`src/hw/rtl/uas_pkg.sv`:
```
`default_nettype none
// ----------------------------------------------------------------------------
// uas_pkg - shared types and constants for the unique address set
// Operation codes, field widths, controller states and the command/status
// bundles that pass between the controller and the datapath.
// ----------------------------------------------------------------------------
package uas_pkg;

   localparam int IP_W   = 32;
   localparam int MODE_W = 2;
   localparam int SIZE_W = 9;
   localparam int RSP_W  = 16;

   typedef logic [MODE_W-1:0] mode_type;

   // unused code 3 behaves as a query
   localparam mode_type MODE_ADD   = 2'd0;
   localparam mode_type MODE_QUERY = 2'd1;
   localparam mode_type MODE_CLEAR = 2'd2;

   typedef enum logic [1:0] {
      ST_IDLE,
      ST_SCAN,
      ST_FINISH
   } state_type;

   typedef struct packed {
      logic start;    // latch a new item, rewind the scan
      logic scan;     // walk the filled entries
      logic finish;   // commit the update and load the result
   } cmd_type;

   typedef struct packed {
      logic hit;       // stored entry matches the address
      logic scan_done; // all filled entries checked
      logic out_busy;  // result register still holds an untaken item
   } sts_type;

endpackage
`default_nettype wire

```
`src/hw/rtl/uas_ctrl.sv`:
```
`default_nettype none
// ----------------------------------------------------------------------------
// uas_ctrl - sequencing state machine
// Takes one item at a time, runs the search over the filled entries and
// hands the outcome to the datapath once the result register is free.
// ----------------------------------------------------------------------------
module uas_ctrl (
   input  wire             clock,
   input  wire             reset,
   input  wire             req_tvalid,
   output logic            req_tready,
   input  uas_pkg::sts_type sts_i,
   output uas_pkg::cmd_type cmd_o
);
   import uas_pkg::*;

   state_type state_ff;
   state_type state_in;

   always_ff @(posedge clock) begin
      if (reset) begin
         state_ff <= ST_IDLE;
      end else begin
         state_ff <= state_in;
      end
   end

   always_comb begin
      state_in = state_ff;
      case (state_ff)
         ST_IDLE: begin
            if (req_tvalid) state_in = ST_SCAN;
         end
         ST_SCAN: begin
            // stop early on a match
            if (sts_i.hit || sts_i.scan_done) state_in = ST_FINISH;
         end
         ST_FINISH: begin
            if (!sts_i.out_busy) state_in = ST_IDLE;
         end
         default: state_in = ST_IDLE;
      endcase
   end

   always_comb begin
      req_tready   = 1'b0;
      cmd_o        = '0;
      case (state_ff)
         ST_IDLE: begin
            req_tready   = 1'b1;
            cmd_o.start  = req_tvalid;
         end
         ST_SCAN: begin
            cmd_o.scan   = 1'b1;
         end
         ST_FINISH: begin
            cmd_o.finish = !sts_i.out_busy;
         end
         default: begin
            req_tready   = 1'b0;
         end
      endcase
   end

endmodule
`default_nettype wire

```
`config.mk`:
```
export PLATFORM = sky130hd
export DESIGN_NAME = uas_ctrl
export DESIGN_NICKNAME = d
export VERILOG_FILES = /design/src/hw/rtl/uas_pkg.sv /design/src/hw/rtl/uas_ctrl.sv
export SDC_FILE = /design/constraint.sdc
export NUM_CORES = 1
export LEC_CHECK = 0
export BUFFER_PORTS_ARGS = -buffer_cell sky130_fd_sc_hd__buf_2
export CAP_MARGIN = 5
export CORE_AREA = 2 2 39 41
export DETAILED_ROUTE_END_ITERATION = 12
export DIE_AREA = 0 0 41 43
export REMOVE_ABC_BUFFERS = 1
export SLEW_MARGIN = 15
export SYNTH_ARGS = -nofsm -noshare
export SYNTH_HDL_FRONTEND = slang
export SYNTH_SLANG_ARGS = --single-unit
```
`constraint.sdc`:
```
create_clock -name clock -period 0.8 [get_ports clock]
set_input_delay 0.04 -clock clock [delete_from_list [all_inputs] [get_ports clock]]
set_output_delay 0.04 -clock clock [all_outputs]
set_load 0.01 [all_outputs]
```
## Word-level counts from Yosys, hierarchy flattened

Cells that the tools add are included.

| storage, ports and cells | value |
|---|---|
| register bits after elaboration | 2 |
| bits of input ports | 6 |
| output and inout port bits | 4 |
| logic and storage cells | 18 |

| operators by class | value |
|---|---|
| eq/ne operators | 5 |
| muxes and demuxes | 8 |
| reductions and logical operators | 4 |

Operators by type and width:

| kind | number |
|---|---|
| $mux W2 | 3 |
| $ne A2 B2 Y1 const B | 3 |
| $pmux W2 S3 | 1 |
| $mux W1 | 4 |
| $reduce_and A3 Y1 | 1 |
| $eq A2 B1 Y1 const B | 1 |
| $eq A2 B2 Y1 const B | 1 |
| $logic_not A2 Y1 | 1 |
| $logic_not A1 Y1 | 1 |
| $logic_or A1 B1 Y1 | 1 |

## Longest topological paths before layout

Gate-level depths: netlist of run 1.

| depth | value |
|---|---|
| word-level depth | 3 |
| mapped depth | 3 |
| mapped depth without buffers | 3 |

## Worst setup path after synthesis of run 1

OpenSTA, ideal clock, no wires.

| timing | value |
|---|---|
| path type | register to output |
| start | reg state_ff[1] |
| end | out cmd_o[2] (netlist name) |
| arrival | 0.754 ns |
| data required time | 0.760 ns |
| setup slack | 0.006 ns |
| stages on the path, launching flop included | 3 |
| path buffers | 0 |
| cells stage by stage | dfxtp_1 > nor2_1 > and2_1 |

RTL lines:

| what | RTL line | text |
|---|---|---|
| from (decl) | uas_ctrl.sv:17 | `state_type state_ff;` |
| from (signal assigned) | uas_ctrl.sv:24 | `state_ff <= state_in;` |
| to (decl) | uas_ctrl.sv:13 | `output uas_pkg::cmd_type cmd_o` |

==> out/results.ini, run 1 <==
[run]
cap_violations=0

[global_route]
antenna_found_initial=0
grt_max_degree=6
busiest_layer=met4
met1_usage=0.01597
grt-ovfl-total=0
grt_pass1_wl_um=372
grt_util_met3=0
grt_util_met2=0.06250
grt_usage=0.03707
grt_pass1_vias=130

[sta]
finClkSkew_ps=1.203
rsz0062_at_grt=yes
max_freq_mhz=1051
period_needed_ps=951.1
finalHoldViolCount=0
tightestPinTransition_ps=160.1
finalCritPeriodShare=1.189
slew_viol_final=0
fin_ws_ps=-151.1
finalSetupViolations=5
fin_setup_tns_ps=-562.6
relSlewSlack=0.8902

[critical_path]
crit_buf_inv=1
rr_startpoint=state_ff[1]
crit_required_ps=760
r2r_slack_ps=-100
reg2reg_depth=5
path_cells=nor2_4 -> and2_4 -> buf_6
max_stage_delay_ps=350
path_delay_family=flip-flops
critPathCaptureType=output pin
start_kind=register
arrival_ps=910
r2r-end=state_ff[1]
cp_slowest_cell=dfxtp_4
cp_max_fo=4
cp_num_cells=3
critical_path_class=register to output pin

[clocking]
clockBufferDepth=2
numCtsBuffers=3
clk_latency_ps=220
clkTransAtPathRegs_ps=30
clock-root-buffer=clkbuf_4
htreeDepth=1
cts_tree=built
numClockSinks=2

[logic_synthesis]
synth-seq-cells=2
yosys.area.top_type_share=0.3478
synth_top_flop_cell=dfxtp_1
yosys-top-cells-count=2 x dfxtp_1, 2 x nor2_1
synth.distinct_cells=10
synth-edff-count=0
async_flop_share=0
synth.area.top_cells=dfxtp_1 35%, nor2b_4 12%, mux2i_1 8.7%
synthCells=12
synth_area_um2=115.1
avgSynthCellArea_um2=9.593
synth-warning-count=0
yosysSeqAreaShare=0.3478
synth_top_area_cell=dfxtp_1

[final_layout]
nets=36
area_growth_pct=145.7
max_flop_register=state_ff
stdcell_area_um2=282.8
layout-drive-gt1-share=0.8571
largest_reg_flops=2
top_regs=state_ff: 2 flops
n_antenna_cell=0
post-route-util=0.2043

[floorplan]
die-area_um2=1763
die_x_um=41
rows=14
start_util=0.08318
pin_count=10
die_h_um=43
fp.coreArea_um2=1384

[drt]
drt_pass1_iterations=1
drc=0
ant_nets=0
viasPerCell=3.568
wire_per_inst_um=7.795
wl_um=343
drt_iter0_drc=0
route.vias.total=157

[pwr]
power_density_nw_per_um2=1602
fin_total_pwr_uw=453.0
total_leakage_power_nw=0.1229
ir_drop_v=0.0002384

[hold_path]
hold_depth=3
min_from=sts_i[2]
holdPathEnd=state_ff[1]
min_path_type=input port to register

[outcome]
violations=setup timing
outcome=finished with violations

[place]
port_buffers=9
place_area_um2=187.7
globalplace.congestion=0.4182

-- metal layers --
metal / share of wire / wire length [um]
met5: 0 / 0
met4: 0.044 / 15
met3: 0.079 / 27
met2: 0.59 / 202
met1: 0.28 / 97
-- kinds of logic (layout without fill, tap and decap cells) --
kind of cell | Yosys count | count (layout) | synth area share
simple gates | 7 | 7 | 0.4131
buf+inv | 0 | 16 | 0
mux | 1 | 1 | 0.08696
flops | 2 | 2 | 0.3478
compound gates | 2 | 2 | 0.1522
-- how the worst max path moves through the flow --
stage                start     endpoint
6_report       state_ff[1]     cmd_o[2]
5_1_grt        state_ff[1]     cmd_o[2]
4_1_cts        state_ff[1]     cmd_o[1]
3_5_place_dp   state_ff[0]  state_ff[1]
3_3_place_gp   state_ff[0]  state_ff[1]
2_1_floorplan  state_ff[1]     cmd_o[2]
-- where the power goes --
part	total, mW	switching (mW)	internal [mW]
Clock	0.220	0.0551	0.165
Sequential	0.118	0.0120	0.106
Combinational	0.115	0.0423	0.0728
Total	0.453	0.109	0.344
-- layout by cell type (no fill, tap or decap) --
cell type | Yosys | layout
nor2b_4 | 1 | 1
nor2_4 | 0 | 1
o21ai_2 | 1 | 1
clkbuf_4 | 0 | 3
and2_4 | 0 | 1
nor3_2 | 0 | 1
buf_2 | 0 | 7
buf_4 | 0 | 1
nor3b_2 | 0 | 1
nand3b_1 | 1 | 1
nor2_1 | 2 | 1
buf_6 | 0 | 4
a21oi_2 | 1 | 1
dfxtp_4 | 0 | 2
dlygate4sd3_1 | 0 | 1
mux2i_1 | 1 | 1
-- worst reg2reg max path, stage by stage (launching register included) --
cell and delay [ps]:
dfxtp_4 350, buf_6 120, nor2b_4 110, buf_4 110, o21ai_2 50, a21oi_2 90
-- metrics by stage --
stage | hold WS [ps] | worst slack [ps] | cells
finish | 89.56 | -151.1 | 44
global route | 95.67 | -197.5 | 44
CTS | 86.20 | -148.7 | 43
detailed placement | 222.5 | 4.621 | 38
global placement | 222.6 | 7.267 | 38
floorplan | 102.4 | 5.953 | 12
-- timing repair --
item                                   in CTS  in global routing
setup endpoints to repair                   5                  5
setup buffers                               1                  1
hold buffers                                1                  0
endpoints found under the hold margin       2                  0
gates resized for setup                     3                 10
pin swaps                                   0                  2
cloned                                      0                  0
-- cell type report --
type                    count  area, um2
well taps                  16      20.02
clock buffers               3      22.52
fillers                   168       1101
multi-input cells          10      95.09
repair buffers             13      97.59
flip-flops and latches      2      47.55
No activity file was read; power rests on OpenSTA's default activity.
==> run 2: changes to the inputs <==
Settings changed: CELL_PAD_IN_SITES_DETAIL_PLACEMENT set to 1, CELL_PAD_IN_SITES_GLOBAL_PLACEMENT set to 2, MAX_ROUTING_LAYER set to met4, PLACE_DENSITY_LB_ADDON set to 0.1.
==> out/results.ini, run 2 (same netlist as run 1, synthesis figures left out) <==
[global_route]
grt_usage=0.05441
grt_pass1_wl_um=524
antenna_found_initial=0
grt-ovfl-total=0
grt_max_degree=6
grt_pass1_vias=138

[pwr]
p_sw_frac=0.2377
switchingPower_uw=101.9
p_seq_frac=0.278
comb_power_share=0.213
p_int_uw=327.0
ir_drop_v=0.0003260
total_leakage_power_nw=0.1058
p_clk_frac=0.509
power_density_nw_per_um2=1714
fin_total_pwr_uw=428.9

[final_layout]
area_growth_pct=117.4
final_cell_mix=8 x buf_2, 3 x clkbuf_4, 2 x buf_6, 2 x dfxtp_4
post-route-util=0.1808
max_flop_register=state_ff
n_antenna_cell=0
final_common_cell=buf_2
fillers=173
largest_reg_flops=2
layout-drive-gt1-share=0.7692
top_regs=state_ff: 2 flops
fin_cells=42
nets=34

[outcome]
outcome=finished with violations
violations=setup timing

[floorplan]
die_x_um=41
die_h_um=43
die-area_um2=1763
fp.coreArea_um2=1384
rows=14
start_util=0.08318
pin_count=10

[drt]
wl_um=342
route.vias.total=129
ant_nets=0
wire_per_inst_um=8.143
drt_iter0_drc=0
drt_pass1_iterations=1
viasPerCell=3.071
drc=0

[hold_path]
min_path_type=input port to register
holdPathEnd=state_ff[1]
hold_depth=3
min_from=sts_i[2]

[sta]
rsz0062_at_grt=yes
finalSetupViolations=5
fin_ws_ps=-143.6
period_needed_ps=943.6
tightestPinTransition_ps=129.1
finClkSkew_ps=0.7810
finalCritPeriodShare=1.179
relSlewSlack=0.9114
finalHoldViolCount=0
max_freq_mhz=1060
hold_slack_ps=103.5
slew_viol_final=0

[clocking]
cts_tree=built
clockBufferDepth=2
htreeDepth=1
clock-root-buffer=clkbuf_4
numCtsBuffers=3
clkTransAtPathRegs_ps=30
clk_latency_ps=220
numClockSinks=2

[critical_path]
critPathCaptureType=output pin
max_stage_delay_ps=350
cp_max_fo=5
reg2reg_depth=4
r2r_slack_ps=-60
critical_path_class=register to output pin
cp_slowest_cell=dfxtp_4
r2r-end=state_ff[1]
crit_required_ps=760
arrival_ps=900
rr_startpoint=state_ff[0]
worstSetupStartpoint=state_ff[0]
path_cells=nor2_4 -> and2_1 -> buf_2
start_kind=register

[place]
dp.cells=37
port_buffers=9
globalplace.congestion=0.5689

[run]
cap_violations=0

-- run 2: cell count changes in the layout (fill, tap and decap cells not counted), sizes merged --
cell	previous run	this run
buf	12	10
-- run 2: worst max path at each step --
stage,endpoint,slack [ps],cells after the start
after CTS,cmd_o[2],-170,3
after floorplan,cmd_o[2],6,2
after detailed placement,cmd_o[2],-30,3
final,cmd_o[2],-140,3
after global placement,cmd_o[2],-30,3
after global routing,cmd_o[2],-190,3
-- run 2: per-layer routing --
layer / global-route usage / vias to the layer above / wire length (um)
li1: - / 70 / -
met1: 0.04792 / 55 / 120
met2: 0.06250 / 4 / 201
met3: 0.03141 / 0 / 21
met4: 0.08000 / 0 / 0
met5: - / - / 0
-- run 2: per-stage QoR --
stage,worst slack [ps],TNS [ps],cell area (um2)
after floorplan,5.953,0,115.1
after global placement,-34.52,-72.41,180.2
after detailed placement,-32.32,-70.31,180.2
after CTS,-170.2,-551.1,245.2
after global routing,-187.9,-688.5,250.2
final,-143.6,-486.1,250.2
-- run 2: repair_timing --
item,CTS,global route
hold buffers,1,0
resized for setup,8,1
hold endpoints to repair,2,0
pin swaps,2,0
setup buffers,1,0
setup endpoints to repair,6,5
-- run 2: worst max-delay path, delay by kind of cell, from the launching register on --
| kind | cells | cell delay, ps |
|---|---|---|
| buffers and inverters | 1 | 120 |
| and+or+nand+nor | 2 | 210 |
| DFF | 1 | 350 |
-- run 2: final cells by class --
class	instances	area, um2	area share
clock buffer	3	22.52	0.09000
multi-input combinational	10	87.58	0.3500
sequential	2	47.55	0.1900
tap	16	20.02	0.08000
timing repair buffer	11	72.57	0.2900
-- run 2: power groups by stage --
stage / Sequential (mW) / Combinational (mW) / Clock (mW)
floorplan: 0.116 / 0.0375 / 0
global placement: 0.119 / 0.0708 / 0
detailed placement: 0.119 / 0.0716 / 0
CTS: 0.118 / 0.0916 / 0.233
global route: 0.122 / 0.0990 / 0.244
finish: 0.119 / 0.0913 / 0.218
